[src/rtl/bfa_pkg.sv]
package bfa_pkg;

  localparam int WORD_BITS            = 64;
  localparam int DEFAULT_BITMAP_WORDS = 64;
  localparam logic [6:0] WORDS_IN_USE_RESET = 7'd64;

  localparam logic KIND_ALLOC = 1'b0;
  localparam logic KIND_FREE  = 1'b1;

  // per-word summary from the shared evaluation unit
  typedef struct packed {
    logic       all_free;
    logic [6:0] tz;         // free bits from bit 0 upwards
    logic [6:0] lz;         // free bits from bit 63 downwards
    logic       inner_hit;
    logic [5:0] inner_pos;  // first start of a run that fits inside the word
  } word_eval_t;

endpackage

[src/rtl/bfa_ram.sv]
module bfa_ram import bfa_pkg::*; #(
  parameter int WIDTH = WORD_BITS,
  parameter int DEPTH = DEFAULT_BITMAP_WORDS,
  localparam int AW   = (DEPTH > 1) ? $clog2(DEPTH) : 1
) (
  input  logic             clk,
  input  logic             we,
  input  logic [AW-1:0]    waddr,
  input  logic [WIDTH-1:0] wdata,
  input  logic [AW-1:0]    raddr,
  output logic [WIDTH-1:0] rdata
);

  logic [WIDTH-1:0] mem [0:DEPTH-1];
  logic [WIDTH-1:0] rdata_r;

  always_ff @(posedge clk) begin
    if (we) begin
      mem[waddr] <= wdata;
    end
    rdata_r <= mem[raddr];
  end

  assign rdata = rdata_r;

endmodule

[config.mk]
export PLATFORM = sky130hd
export DESIGN_NAME = bfa_ram
export DESIGN_NICKNAME = d
export VERILOG_FILES = /design/src/rtl/bfa_pkg.sv /design/src/rtl/bfa_ram.sv
export SDC_FILE = /design/constraint.sdc
export NUM_CORES = 2
export LEC_CHECK = 0
export BUFFER_PORTS_ARGS = -buffer_cell sky130_fd_sc_hd__buf_2
export CORE_AREA = 2 2 794 796
export CTS_CLUSTER_SIZE = 12
export DETAILED_ROUTE_END_ITERATION = 8
export DIE_AREA = 0 0 796 798
export GPL_ROUTABILITY_DRIVEN = 0
export SYNTH_ARGS = -nofsm -noshare
export SYNTH_HDL_FRONTEND = slang
export SYNTH_SLANG_ARGS = --single-unit
[constraint.sdc]
create_clock -name clk -period 13 [get_ports clk]
set_input_delay 0.65 -clock clk [delete_from_list [all_inputs] [get_ports clk]]
set_output_delay 0.65 -clock clk [all_outputs]
set_load 0.03 [all_outputs]
* After elaboration in Yosys (flattened, before gate mapping) *
Memory sizes are Yosys's and may differ from the RTL's. A register that Yosys moved wholly into a read port is not among the register bits.
Cells that the tools add are included.

word-level totals
  logic and storage cells = 3
  bits of input ports = 78
  memories kept = 1
  flip-flop bits (word level) = 0
  bits in writable memories = 4,096
  output and inout port bits = 64

cells by class
  multiplexer cells = 2

memory list
  memory  depth  width  read ports  clocked after Yosys merged registers in  write ports  line           RTL
  mem     64     64     1           1                                        1            bfa_ram.sv:14  logic [WIDTH-1:0] mem [0:DEPTH-1];

operators with widths
  operator           count
  two-way mux 1 bit  2

* Longest topological paths before layout *
  depth in word-level cells = 2
  gate-level depth with buffers = 9
  mapped depth without buffers = 5

* Worst setup path after synthesis *
No wires, ideal clock.

  path kind = input port to flip-flop
  start point = in waddr[3]
  end point = mem mem[48][0] (netlist name), enable pin
  data required time = 12,436 ps
  arrival = 5,522 ps
  setup time = 564 ps
  stages on the path = 4
  slack = 6,914 ps
  path buffers = 1
  cells stage by stage = clkbuf_1 -> nor2b_1 -> nand4b_1 -> nor3_1

RTL lines
  element          line           RTL
  start, declared  bfa_ram.sv:8   input logic [AW-1:0] waddr,
  end, declared    bfa_ram.sv:14

No word-level cell before the write port.

==> impl_results.md <==
- Run status: finished, final reports clean
- Synth-to-Final Area Change: 15.28%
- DP HPWL: 234.8 mm
- Nets: 7,050
- Filler Cell Count: 60,089
- Post-route minimum period: 4.045 ns
- Leakage power total: 54.08 nW
- Flop2flop setup slack: 10.55 ns
- Highest achievable clock rate: 247.2 MHz
- Worst Reg-to-Reg Cells: 5
- Synthesized flop and latch total: 4,160
- Required time at the endpoint of the critical path: 13.79 ns
- Clock transition at path regs: 0.06 ns
- WL final: 448.3 mm
- Layout Skew: 0.08492 ns
- Total DRC errors in the routed layout: 0
- Die area: 635,200 um^2
- Arrival time worst endpoint: 4.83 ns
- Utilization after layout: 28.76%
- Cell chosen for the clock root: sky130_fd_sc_hd__clkbuf_16
- Setup ws final: 8.955 ns
- Clock insertion delay at the later pin of the skew report: 0.97 ns
- Starting density of the core: 24.95%
- Total standard cell area after synthesis: 156,300 um^2
- Startpoint of the most critical register-to-register path: mem[42][54]
- Hold EP: mem[5][29]
- Clock tree from TritonCTS: done
- Relative max-transition margin: 14.02%
- CTS Hold Bufs: 0
- Pre-CTS setup slack: 7.882 ns
- Inserted Clock Buffers: 411
- Number of hold violations in the final report: 0
- Reg-to-reg critical path endpoint: rdata[54]
- Top-level I/O count: 142
- Chip height: 798 um
- Final Cycle Share: 31.12%
- Overall routing resource usage: 13.62%
- Maximum capacitance violations: 0
- Count of vias placed by the detailed router: 75,578
- Measured slew at the worst slew-check pin: 1.290 ns
- Buffers on Ports: 141
- Mean cell area of the mapped netlist: 23.70 um^2
- Largest net degree at the start of global routing: 137
- Dominant register cell in the synthesized netlist: sky130_fd_sc_hd__edfxtp_1
- Number of distinct library cell variants in the gate-level netlist after synthesis: 33
- Die span in x: 796 um
- Number of search-and-repair iterations in the first detailed-routing pass: 8
- Fraction of registers with async set or reset after synthesis: 0%
- Count of flip-flops with a built-in enable after synthesis: 4,096
- Peak supply drop: 0.1116 mV
- Post-CTS setup buffer count: 0
- Global route overflow: 0
- First-iteration detailed-routing DRC count: 9,711
- Mapped Nets: 6,676
- Floorplan Core Area: 626,600 um^2
- Worst-path fanout max: 92
- Kind of path behind the tightest hold check: in -> reg
- Critical path startpoint category: input pin
- Synthesis Warnings: 0
- Final setup violating endpoints: 0
- Number of sinks handled by clock tree synthesis: 4,160
- Worst Setup Path Type: in -> reg
- DRT antenna net count: 0
- H-tree levels: 5
- Number of standard-cell rows in the floorplan: 291
- Average wire length per cell after detail routing: 28.65 um
- Worst-case clock buffer depth: 4
- Number of vias per cell after detailed routing: 4.830
- Post-cts resize count: 0
- Setup repair after global routing missed its margin: false
- Power per standard cell area: 151.3 nW/um^2
- Number of pins exceeding their max-slew limit in the final report: 0
- Setup TNS: 0 ns
- Number of cells traversed by the worst hold path: 1
- Share of the yosys chip area belonging to registers: 79.49%
- Fraction of layout instances using a drive strength above 1: 26.79%
- Endpoint type of the worst setup path: flop
- Number of antenna violations at the first check in global routing: 68
- Count of mapped cells out of synthesis: 6,598
- Via count of the first global-routing pass: 75,983
- Hold_sp: wdata[29]
- Wire length of the first global-routing pass: 618.0 mm
[per-stage QoR]
stage / power [W] / hold slack (ns) / area [um^2] / cells
final: 0.02727 / 0.3765 / 180200 / 15648
after global placement: 0.01651 / 0.8258 / 167900 / 14909
after CTS: 0.02747 / 0.3181 / 180100 / 15607
after detailed placement: 0.01654 / 0.8282 / 167900 / 14909
after floorplan: 0.01591 / 0.7489 / 156300 / 6598
after global routing: 0.02803 / 0.4315 / 180200 / 15619
[cell usage after synthesis (all sizes together) (63+ instances only)]
master,count,area [um^2]
mux2i,135,1351
a22oi,168,1261
edfxtp,4096,123000
nor2,112,420.4
buf,230,1249
and3,64,400.4
a211oi,63,473.0
dfxtp,64,1281
mux4,1024,23060
a22o,88,770.7
o22ai,83,519.3
clkbuf,140,525.5
[worst max path at each step]
stage	startpoint	to	slack (ns)	cells past startpoint
after global placement	raddr[0]	rdata[3]	7.92	9
final	raddr[0]	rdata[3]	8.95	9
after detailed placement	raddr[0]	rdata[3]	7.88	9
after global routing	raddr[0]	rdata[3]	8.56	9
after CTS	raddr[0]	rdata[3]	8.90	9
after floorplan	waddr[3]	mem[48][0]	6.91	4
[area by class of cell]
cell class	instances	area, um^2	area share (%)
Clock inverter	79	830.8	0.4609
Inverter	19	71.32	0.03957
Clock buffer	619	11400	6.326
Tap cell	8350	10450	5.796
Sequential cell	4160	124300	68.95
Antenna cell	41	102.6	0.05692
Timing Repair Buffer	331	2330	1.293
Multi-Input combinational cell	2049	30780	17.08
[per-layer routing]
metal / vias to the layer above / GRT usage (%) / routed length [um] / part of all wire [%]
met1: 41717 / 17.74 / 174100 / 39
met5: - / 0 / 83 / 0.019
li1: 29226 / - / - / -
met2: 3868 / 23.14 / 221000 / 49
met3: 753 / 2.249 / 37590 / 8.4
met4: 14 / 4.488 / 15560 / 3.5
[where the power goes]
| part | leakage [nW] | internal (W) | switching, W |
|---|---|---|---|
| clock | 5.88 | 0.00614 | 0.00489 |
| combinational | 10.8 | 0.000452 | 0.000846 |
| sequential | 37.4 | 0.0149 | 0.0000776 |
[registers in the layout, indices dropped and copies added, names as in the netlist]
register	count
mem	4096
rdata	64
[critical path: stages]
cell                       delay [ns]
sky130_fd_sc_hd__buf_12          0.54
sky130_fd_sc_hd__buf_4           0.80
sky130_fd_sc_hd__buf_4           0.68
sky130_fd_sc_hd__buf_4           0.68
sky130_fd_sc_hd__mux4_2          0.59
sky130_fd_sc_hd__mux2i_1         0.22
sky130_fd_sc_hd__o22ai_1         0.14
sky130_fd_sc_hd__a41oi_1         0.23
sky130_fd_sc_hd__a211oi_1        0.07
[placed cells by master (no fill, tap or decap), types with 65 or more instances in the layout]
cell type and instances:
sky130_fd_sc_hd__buf_4 177, sky130_fd_sc_hd__clkbuf_16 416, sky130_fd_sc_hd__mux4_2 1024, sky130_fd_sc_hd__buf_2 138, sky130_fd_sc_hd__clkbuf_1 180, sky130_fd_sc_hd__a22oi_1 168, sky130_fd_sc_hd__nor2_4 65, sky130_fd_sc_hd__edfxtp_1 4096
sky130_fd_sc_hd__a22o_1 88, sky130_fd_sc_hd__mux2i_1 135, sky130_fd_sc_hd__o22ai_1 83
[kinds of logic after synthesis]
kind of cell,Yosys count,synth area share (%)
AND/OR/NAND/NOR,386,1.240
flip-flops,4160,79.49
AO/OA/AOI/OAI,504,2.477
buffers and inverters,389,1.180
multiplexers,1159,15.61
Note: power is estimated with default switching activity, not from simulation.
