<file path="config.mk">
export PLATFORM = sky130hd
export DESIGN_NAME = bfa_word_eval
export DESIGN_NICKNAME = d
export VERILOG_FILES = /design/src/rtl/bfa_pkg.sv /design/src/rtl/bfa_word_eval.sv
export SDC_FILE = /design/constraint.sdc
export NUM_CORES = 1
export LEC_CHECK = 0
export ABC_CLOCK_PERIOD_IN_PS = 7600
export BUFFER_PORTS_ARGS = -buffer_cell sky130_fd_sc_hd__buf_4
export CAP_MARGIN = 25
export CORE_ASPECT_RATIO = 1.5
export CORE_UTILIZATION = 40
export DETAILED_ROUTE_END_ITERATION = 6
export GPL_TIMING_DRIVEN = 0
export PLACE_DENSITY = 0.55
export SLEW_MARGIN = 20
export SYNTH_ARGS = -nofsm -noshare
export SYNTH_HDL_FRONTEND = slang
export SYNTH_SLANG_ARGS = --single-unit
</file>
<file path="constraint.sdc">
create_clock -name vclk -period 7.6
set_input_delay 1.9 -clock vclk [all_inputs]
set_output_delay 1.9 -clock vclk [all_outputs]
set_load 0.01 [all_outputs]
</file>
<file path="src/rtl/bfa_pkg.sv">
package bfa_pkg;

  localparam int WORD_BITS            = 64;
  localparam int DEFAULT_BITMAP_WORDS = 64;
  localparam logic [6:0] WORDS_IN_USE_RESET = 7'd64;

  localparam logic KIND_ALLOC = 1'b0;
  localparam logic KIND_FREE  = 1'b1;

  // per-word summary from the shared evaluation unit
  typedef struct packed {
    logic       all_free;
    logic [6:0] tz;         // free bits from bit 0 upwards
    logic [6:0] lz;         // free bits from bit 63 downwards
    logic       inner_hit;
    logic [5:0] inner_pos;  // first start of a run that fits inside the word
  } word_eval_t;

endpackage

</file>
<file path="src/rtl/bfa_word_eval.sv">
module bfa_word_eval import bfa_pkg::*; (
  input  logic [WORD_BITS-1:0] word,
  input  logic [12:0]          count,
  output word_eval_t           ev
);

  logic [WORD_BITS-1:0] free_bits;
  logic [WORD_BITS-1:0] pw [0:5];
  logic [WORD_BITS-1:0] acc;
  logic                 started;
  logic [6:0]           tz;
  logic [6:0]           lz;
  logic [5:0]           pos;

  assign free_bits = ~word;

  // pw[i] marks starts of free runs of length 2**i
  always_comb begin
    pw[0] = free_bits;
    for (int i = 1; i < 6; i++) begin
      pw[i] = pw[i-1] & (pw[i-1] >> (2 ** (i - 1)));
    end
  end

  // compose runs of exactly count bits from the power-of-two pieces
  // the first piece is taken as it is so a run may end on bit 63
  always_comb begin
    acc     = '1;
    started = 1'b0;
    for (int i = 0; i < 6; i++) begin
      if (count[i]) begin
        acc     = started ? (pw[i] & (acc >> (2 ** i))) : pw[i];
        started = 1'b1;
      end
    end
  end

  always_comb begin
    tz = 7'd64;
    for (int i = WORD_BITS - 1; i >= 0; i--) begin
      if (word[i]) begin
        tz = 7'(i);
      end
    end
  end

  always_comb begin
    lz = 7'd64;
    for (int i = 0; i < WORD_BITS; i++) begin
      if (word[i]) begin
        lz = 7'(WORD_BITS - 1 - i);
      end
    end
  end

  always_comb begin
    pos = '0;
    for (int i = WORD_BITS - 1; i >= 0; i--) begin
      if (acc[i]) begin
        pos = 6'(i);
      end
    end
  end

  assign ev.all_free  = (word == '0);
  assign ev.tz        = tz;
  assign ev.lz        = lz;
  assign ev.inner_hit = (count != 13'd0) && (count < 13'd64) && (acc != '0);
  assign ev.inner_pos = pos;

endmodule

</file>
==> qor.csv, run 1 <==
stage;metric;value;unit
placement;Placed Area;9500;um2
die;height of the die;179;um
yosys;Post-Syn Nets;1465;
placement;IO buf count;92;
global_route;first-pass GRT wire length;92.0;mm
yosys;Avg Inst Size Synth;6.02;um2
die;Initial Utilization;0.409;
clock_tree;setup bufs post-CTS;0;
placement;RePlAce Congestion;1.13;
global_route;vias in the first global route;13300;
global_route;largest net degree at the start of global routing;11;
global_route;GRT Util Overall;0.587;
yosys;Post-Syn Area;8360;um2
placement;DP Wirelength;46.2;mm
yosys;Netlist cell types;97;
yosys;Synth Warn #;0;
status;status;aborted with a tool error;
yosys;post-synthesis cell count;1388;
die;die width;120;um
global_route;total congestion overflow;2;
placement;DP Cell Count;1749;
die;IO Pins;99;
status;error msg;[ERROR GRT-0116] Global routing finished with congestion. Check the congestion regions in the DRC Viewer.;
die;row cnt;64;
status;Last stage;global routing (5_1_grt);
yosys;post-synthesis sequential area ratio;0;
clock_tree;CTS resizes;0;
## metrics by stage
step | worst slack, ps | util
floorplan | 1390 | -
global placement | -213 | 0.459
detailed placement | -80.8 | 0.465
CTS | 1.12 | 0.465
## layer usage
| metal | GRT overflow | GRT usage |
|---|---|---|
| met3 | 0 | 0.275 |
| met2 | 2 | 0.846 |
| met1 | 0 | 0.620 |
| met5 | 0 | 0 |
| met4 | 0 | 0.574 |
## synth_stat cells (5+ instances only)
library cell  count  area [um2]
o22ai_1          28         175
nor2_1          116         435
and3_1           12        75.1
a211o_1           9        78.8
buf_6            10         113
a221o_1           8        80.1
o2bb2ai_1         5        43.8
o21ai_1          35         175
buf_4            10        75.1
nand3_1          44         220
o21bai_1          8        60.1
o21a_1           13        97.6
o211ai_1         41         308
a31oi_1          13        81.3
nand4_1          26         163
a31o_2            6        52.6
buf_2            49         245
and2_1           11        68.8
nor4_1           59         369
o32ai_1          10        87.6
a22o_1            5        43.8
nor2b_1          12        75.1
a22oi_1          16         120
a21boi_0         10        75.1
inv_1            30         113
a32oi_1           8        70.1
or4_1            16         120
buf_1             6        22.5
o2111ai_1        29         254
nand2_1         147         552
a211oi_1         27         203
o22a_1            9        78.8
o31ai_1          14         105
or2_2            16         100
nand2b_1          8        50.1
o31a_1            6        52.6
clkbuf_1         52         195
nor4_2           17         213
o21ai_0         112         561
o221ai_1          6        52.6
nor3_1           60         300
a21oi_1         135         676
or3_1            11        68.8
a21o_1           16         120
## repair_timing
| item | CTS |
|---|---|
| pin swaps | 1 |
| hold buffers | 0 |
| setup endpoints to repair | 1 |
## cells by family after synthesis
family | synth area share
AO/OA/AOI/OAI | 0.528
multiplexers | 0.00509
buffers and inverters | 0.104
AND/OR/NAND/NOR | 0.363
==> run 2: changes to the inputs <==
- CORE_ASPECT_RATIO: 1.5 -> default
- CORE_UTILIZATION: 40 -> 25
- PLACE_DENSITY: 0.55 -> default
- PLACE_DENSITY_LB_ADDON: default -> 0.15
==> run 2 against run 1 <==
The flow now finishes, with violations (negative setup slack). Synthesized area stayed put. Synthesized cell count stayed put.
==> qor.csv, run 2 <==
stage;metric;value;unit
yosys;Synth Warn #;0;
global_route;vias in the first global route;11800;
setup_path;Critical Path AT;5720;ps
timing;Worst slew margin;0.227;
global_route;busiest grt layer;met2;
timing;Slew Limit Fails;0;
die;die area;34200;um2
yosys;Post-Syn Area;8360;um2
global_route;initial antenna violation count;2;
global_route;GRT Util Overall;0.341;
final_layout;diodes inserted;0;
final_layout;FFs & Latches;0;
global_route;met1 usage;0.450;
setup_path;startpoint class of the critical path;input pin;
yosys;post-synthesis cell count;1388;
global_route;largest net degree at the start of global routing;11;
timing;fmax;0.131;GHz
timing;final hold violation count;0;
final_layout;Synth-to-Final Area Change;19.0;%
global_route;met3 Use GR;0.0305;
setup_path;slowest library cell on the worst path;o32ai_1;
setup_path;worst setup path start;word[54];
die;row cnt;66;
final_layout;fill count;3781;
hold_path;hold path depth;3;
timing;Tmin final;7620;ps
route;1st-iter DRT viols;1731;
global_route;GRT met2 Usage;0.534;
die;height of the die;185;um
global_route;first-pass GRT wire length;84.8;mm
route;Initial DRT Pass Iterations;5;
route;Detail Route Antenna Nets;0;
final_layout;share of cells above drive strength 1;0.191;
hold_path;Hold Startpoint;word[0];
timing;fin crit share;1.00;
route;remaining routing DRC violations;0;
power;PD cells;56.2;nW/um2
route;total wire length;59.8;mm
setup_path;Max FO, Critical Path;10;
die;Initial Utilization;0.256;
yosys;post-synth top area cell;a21oi_1;
job;max-cap violations;0;
die;core box area;32700;um2
yosys;post-synthesis sequential area ratio;0;
yosys;Post-Syn Nets;1465;
placement;IO buf count;92;
placement;DP Wirelength;48.8;mm
final_layout;sequential cell area;0;um2
timing;worst slew pin tran;1150;ps
yosys;Area contributors post-synth;a21oi_1 8.1%, o21ai_0 6.7%, nand2_1 6.6%;
timing;setup TNS;-21.7;ps
status;status;finished with violations;
route;vias;13000;
final_layout;nets;1569;
power;Max VDD drop;0.0211;mV
route;vias per cell;6.73;
yosys;top-count cell post-synth;nand2_1;
die;IO Pins;99;
status;failing checks;negative setup slack;
power;total power;0.000559;W
final_layout;clock buffers;0;
yosys;Netlist cell types;97;
placement;DP Cell Count;1928;
final_layout;commonest cells after routing, fill and taps aside;147 x nand2_1, 135 x a21oi_1, 116 x nor2_1;
die;die width;185;um
yosys;top-area cell type share of the netlist area;0.0808;
global_route;total congestion overflow;0;
power;leakage;3.13;nW
yosys;commonest cells in the netlist;147 x nand2_1, 135 x a21oi_1, 116 x nor2_1;
setup_path;critical path required time;5700;ps
setup_path;crit-path cells;buf_4 -> buf_2 -> nor4_2 -> nand2_1 -> o32ai_1 -> o311ai_1 -> nand3_1 -> o21ba_2 -> o211ai_1 -> o2111ai_1 -> nor3_1 -> nor3_1 -> buf_4;
final_layout;commonest non-fill, non-tap cell in the layout;nand2_1;
timing;PnR worst setup slack;-21.7;ps
yosys;Avg Inst Size Synth;6.02;um2
hold_path;Hold EP;ev[14];
placement;RePlAce Congestion;1.04;
hold_path;HP Class;input pin to output pin;
setup_path;Setup crit end kind;output pin;
route;WL/cell;31.0;um
final_layout;Finished Layout Cells;1932;
setup_path;WS Path Type;input pin to output pin;
timing;RSZ-0062 raised after global routing;no;
timing;Final setup viols;1;
setup_path;CP peak stage delay;830;ps
run 2: cell counts after synthesis:
No cell type changed its count.
run 2: per-layer routing:
layer	wire, um	up-vias	part of all wire
li1	-	5709	-
met1	24600	6186	0.41
met2	25500	892	0.43
met3	4980	221	0.083
met4	4690	2	0.078
met5	18	-	0.00030
run 2: worst max-delay path by stage:
stage | to | slack, ps | cells past startpoint
floorplan | ev[0] | 1390 | 11
finish | ev[0] | -20 | 13
global placement | ev[0] | -510 | 13
CTS | ev[0] | 30 | 13
global route | ev[1] | 7 | 13
detailed placement | ev[6] | -140 | 13
run 2: what timing repair did:
item | in CTS | in global routing
setup buffers | 0 | 2
gates resized for setup | 9 | 30
setup endpoints to repair | 6 | 7
hold endpoints to repair | 0 | 0
hold buffers | 0 | 0
pin swaps | 1 | 3
run 2: cell type report:
class | count | area, um2 | share of cell area
buffer | 134 | 758 | 0.0762
timing repair buffer | 102 | 756 | 0.0760
tap | 442 | 553 | 0.0556
multi-input combinational | 1222 | 7760 | 0.780
inverter | 32 | 120 | 0.0121
run 2: worst max-delay path: cells and delay by family:
kind / cells / cell delay, ps
AO/OA/AOI/OAI: 5 / 1730
buffers and inverters: 3 / 460
AND/OR/NAND/NOR: 5 / 1630
run 2: cells by family after synthesis:
kind of cell | count (synthesis) | synth area share
buf+inv | 166 | 0.104
simple gates | 579 | 0.363
compound gates | 639 | 0.528
mux | 4 | 0.00509
run 2: where the power goes:
| group | switching (W) | internal, W |
|---|---|---|
| sequential | 0 | 0 |
| clock | 0 | 0 |
| combinational | 0.000383 | 0.000176 |
run 2: metrics by stage:
| step | hold slack [ps] | area, um2 | setup WS (ps) | util |
|---|---|---|---|---|
| floorplan | 3850 | 8360 | 1390 | - |
| global placement | 4090 | 9600 | -505 | 0.294 |
| detailed placement | 4100 | 9730 | -138 | 0.298 |
| CTS | 4110 | 9790 | 27.6 | 0.299 |
| global route | 4130 | 9950 | 6.54 | 0.304 |
| finish | 4100 | 9950 | -21.7 | 0.304 |
(Power assumes the default switching activity.)
==> run 3: changes to the inputs <==
- SKIP_LAST_GASP: default -> 1
==> run 3 against run 2 <==
Combinational power barely moved. Largest cell class unchanged. Sequential share of layout area stayed put. The flow still finishes with violations (negative setup slack). Utilization about the same. Worst setup slack better by 10 ps.
==> qor.csv, run 3 (synthesized netlist as in run 2, its figures left out) <==
stage;metric;value;unit
status;status;finished with violations;
placement;IO buf count;92;
power;PD cells;56.2;nW/um2
setup_path;startpoint class of the critical path;input pin;
power;leakage;3.12;nW
timing;Slew Limit Fails;0;
setup_path;WS Path Type;input pin to output pin;
setup_path;Buf/Inv on CP;3;
final_layout;clock buffers;0;
die;core box area;32700;um2
final_layout;Synth-to-Final Area Change;19.0;%
die;Initial Utilization;0.256;
setup_path;slowest library cell on the worst path;o32ai_1;
placement;RePlAce Congestion;1.04;
timing;worst slew pin tran;1150;ps
setup_path;Crit path max-delay family;compound AO/OA/AOI/OAI gates;
final_layout;fill count;3782;
final_layout;commonest cells after routing, fill and taps aside;147 x nand2_1, 135 x a21oi_1, 116 x nor2_1;
setup_path;Critical Path AT;5710;ps
clock_tree;Post-CTS Hold Buffers;0;
die;die area;34200;um2
die;row cnt;66;
final_layout;diodes inserted;0;
global_route;total congestion overflow;0;
hold_path;Hold Startpoint;word[0];
global_route;vias in the first global route;11800;
timing;PnR worst setup slack;-11.5;ps
job;max-cap violations;0;
die;die width;185;um
timing;Tmin final;7610;ps
route;vias per cell;6.73;
setup_path;crit-path cells;buf_4 -> buf_2 -> nor4_2 -> nand2_1 -> o32ai_1 -> o311ai_1 -> nand3_1 -> o21ba_2 -> o211ai_1 -> o2111ai_1 -> nor3_1 -> nor3_1 -> buf_4;
final_layout;Multi-input gate area;7760;um2
timing;Final setup viols;1;
global_route;largest net degree at the start of global routing;11;
timing;final hold violation count;0;
final_layout;commonest non-fill, non-tap cell in the layout;nand2_1;
setup_path;Max FO, Critical Path;10;
timing;fmax;0.131;GHz
final_layout;share of cells above drive strength 1;0.190;
hold_path;Hold EP;ev[14];
setup_path;CP peak stage delay;820;ps
final_layout;FFs & Latches;0;
hold_path;HP Class;input pin to output pin;
timing;Worst slew margin;0.228;
timing;RSZ-0062 raised after global routing;yes;
route;Initial DRT Pass Iterations;5;
setup_path;Setup crit end kind;output pin;
placement;DP Worst Slack;-138;ps
status;failing checks;negative setup slack;
route;total wire length;59.8;mm
placement;DP Wirelength;48.8;mm
global_route;initial antenna violation count;2;
power;Max VDD drop;0.0211;mV
timing;fin crit share;1.00;
hold_path;hold path depth;3;
route;remaining routing DRC violations;0;
global_route;first-pass GRT wire length;84.8;mm
route;1st-iter DRT viols;1731;
route;WL/cell;31.0;um
timing;setup TNS;-11.5;ps
setup_path;critical path required time;5700;ps
die;height of the die;185;um
die;IO Pins;99;
route;vias;13000;
final_layout;nets;1569;
global_route;GRT Util Overall;0.341;
final_layout;sequential cell area;0;um2
route;Detail Route Antenna Nets;0;
## run 3: cell counts in the layout (fill, tap and decap cells not counted)
No cell type changed its count.
## run 3: how the worst max path moves through the flow
stage | from | slack [ps] | cells after the start | to
6_report | word[54] | -10 | 13 | ev[0]
5_1_grt | count[2] | -1 | 14 | ev[6]
4_1_cts | word[42] | 30 | 13 | ev[0]
3_5_place_dp | count[2] | -140 | 13 | ev[6]
3_3_place_gp | word[51] | -510 | 13 | ev[0]
2_1_floorplan | word[57] | 1390 | 11 | ev[0]
## run 3: cell type report
| type | count | share of cell area |
|---|---|---|
| multi-input cells | 1222 | 0.780 |
| repair buffers | 102 | 0.0760 |
| well taps | 442 | 0.0556 |
| inverters | 32 | 0.0121 |
| plain buffers | 134 | 0.0761 |
## run 3: repair_timing
action | in CTS | in global routing
setup buffers | 0 | 2
pin swaps | 1 | 3
resized for setup | 9 | 28
setup endpoints to repair | 6 | 7
cloned | 0 | 0
## run 3: layer usage
| metal | vias to the layer above | wire length (um) | part of all wire | global-route usage |
|---|---|---|---|---|
| li1 | 5710 | - | - | - |
| met1 | 6186 | 24600 | 0.41 | 0.450 |
| met2 | 898 | 25600 | 0.43 | 0.534 |
| met3 | 215 | 4970 | 0.083 | 0.0305 |
| met4 | 2 | 4670 | 0.078 | 0.210 |
| met5 | - | 18 | 0.00030 | 0 |
## run 3: per-stage QoR
step           hold WS [ps]  cell area (um2)  power, W  utilization  cells
4_1_cts                4110             9790  0.000532        0.299   1928
5_1_grt                4130             9950  0.000586        0.304   1932
6_report               4100             9950  0.000559        0.304   1932
3_5_place_dp           4100             9730  0.000526        0.298   1928
2_1_floorplan          3850             8360  0.000310            -   1388
3_3_place_gp           4090             9600  0.000524        0.294   1922
## run 3: power by group
group / internal [W] / switching [W]
clock network: 0 / 0
registers: 0 / 0
logic: 0.000176 / 0.000383
total: 0.000176 / 0.000383
## run 3: worst min-delay path, cell delays in order
cell	delay, ps
buf_4	110
a311oi_1	50
buf_4	140
==> run 4: changes to the inputs <==
- REMOVE_ABC_BUFFERS: default -> 1
==> run 4 against run 3 <==
Via count decreased by 8.2%. Worst setup slack improved by 86 ps. Flip-flop and latch count unchanged. Non-clock buffer count decreased by 129. The flow now finishes without violations. Die area stayed put. Largest power group unchanged. Utilization is 2.2 points lower. Routed wire length is 20% lower. Power shrank 11%.
==> qor.csv, run 4 (synthesized netlist as in run 2, its figures left out) <==
stage;metric;value;unit
power;total power;0.000495;W
job;max-cap violations;0;
final_layout;commonest cells after routing, fill and taps aside;146 x nand2_1, 135 x a21oi_1, 115 x nor2_1;
route;vias per cell;6.62;
global_route;largest net degree at the start of global routing;138;
global_route;GRT Util Overall;0.273;
die;die area;34200;um2
die;height of the die;185;um
die;core box area;32700;um2
final_layout;share of cells above drive strength 1;0.157;
setup_path;WS Path Type;input pin to output pin;
power;Int Pwr;0.000156;W
route;WL/cell;26.6;um
global_route;initial antenna violation count;0;
final_layout;nets;1440;
hold_path;hold path depth;3;
power;Flop pwr share;0;
final_layout;sequential cell area;0;um2
power;clock share of power;0;
global_route;vias in the first global route;10500;
hold_path;Hold Startpoint;word[0];
die;die width;185;um
route;Initial DRT Pass Iterations;5;
setup_path;startpoint class of the critical path;input pin;
timing;Tmin final;7530;ps
placement;DP Wirelength;37.0;mm
route;1st-iter DRT viols;1275;
route;remaining routing DRC violations;0;
timing;setup TNS;0;ps
die;row cnt;66;
timing;final hold violation count;0;
status;status;completed;
final_layout;fill count;3757;
final_layout;Synth-to-Final Area Change;10.2;%
power;PD cells;53.7;nW/um2
route;total wire length;48.0;mm
power;Gate power share;1.000;
timing;RSZ-0062 raised after global routing;no;
timing;fin crit share;0.990;
timing;final hold slack;4100;ps
setup_path;critical path required time;5700;ps
timing;fmax;0.133;GHz
final_layout;clock buffers;0;
route;Detail Route Antenna Nets;0;
global_route;total congestion overflow;0;
placement;RePlAce Congestion;0.970;
final_layout;commonest non-fill, non-tap cell in the layout;nand2_1;
final_layout;diodes inserted;0;
die;IO Pins;99;
power;NetSw;0.000339;W
placement;IO buf count;99;
setup_path;Setup crit end kind;output pin;
hold_path;HP Class;input pin to output pin;
power;leakage;2.71;nW
route;vias;11900;
final_layout;FFs & Latches;0;
setup_path;worst setup path start;count[5];
power;Switching Share;0.685;
setup_path;Critical Path AT;5630;ps
timing;Slew Limit Fails;0;
timing;Worst slew margin;0.209;
setup_path;Max FO, Critical Path;25;
final_layout;Multi-input gate area;7680;um2
power;Max VDD drop;0.0649;mV
die;Initial Utilization;0.256;
global_route;first-pass GRT wire length;70.6;mm
timing;Final setup viols;0;
timing;worst slew pin tran;1180;ps
## run 4: through the flow
step	setup WS (ps)	util	std cells	area, um2
3_5_place_dp	-720	0.276	1800	9040
4_1_cts	21.3	0.278	1800	9080
5_1_grt	0.881	0.282	1803	9220
3_3_place_gp	-1440	0.272	1795	8910
2_1_floorplan	1180	-	1254	7610
6_report	74.6	0.282	1803	9220
## run 4: path summary, 6_finish.rpt
path / end / slack [ps]
max: ev[0] / 70
min: ev[14] / 4100
## run 4: layer usage
layer	routed length, um	global-route usage	vias up
met5	0	0	-
met1	21200	0.378	5702
met4	2600	0.120	0
met2	20800	0.430	678
met3	3410	0.0179	97
li1	-	-	5465
## run 4: power by group through the flow
stage                     clock [W]  combinational, W  sequential (W)
after floorplan                   0          0.000229               0
after global placement            0          0.000466               0
after detailed placement          0          0.000471               0
after CTS                         0          0.000476               0
after global routing              0          0.000528               0
final                             0          0.000495               0
## run 4: area by class of cell
cell class                      count  share of cell area
Inverter                           32              0.0141
Tap cell                          442              0.0600
Multi-Input combinational cell   1222               0.833
Timing Repair Buffer              107              0.0929
## run 4: repair_timing
item / CTS / global route
gates resized for setup: 10 / 27
setup endpoints to repair: 7 / 7
pin swaps: 0 / 2
hold buffers: 0 / 0
buffers inserted: 0 / 2
gates cloned: 0 / 0
## run 4: worst max-delay path: stages
cell	delay, ps
buf_4	210
inv_1	550
nand2_1	650
a311oi_1	750
a211oi_1	110
a211oi_1	230
o211ai_1	210
nor4_2	450
nor3_1	120
nor3_1	240
buf_4	160
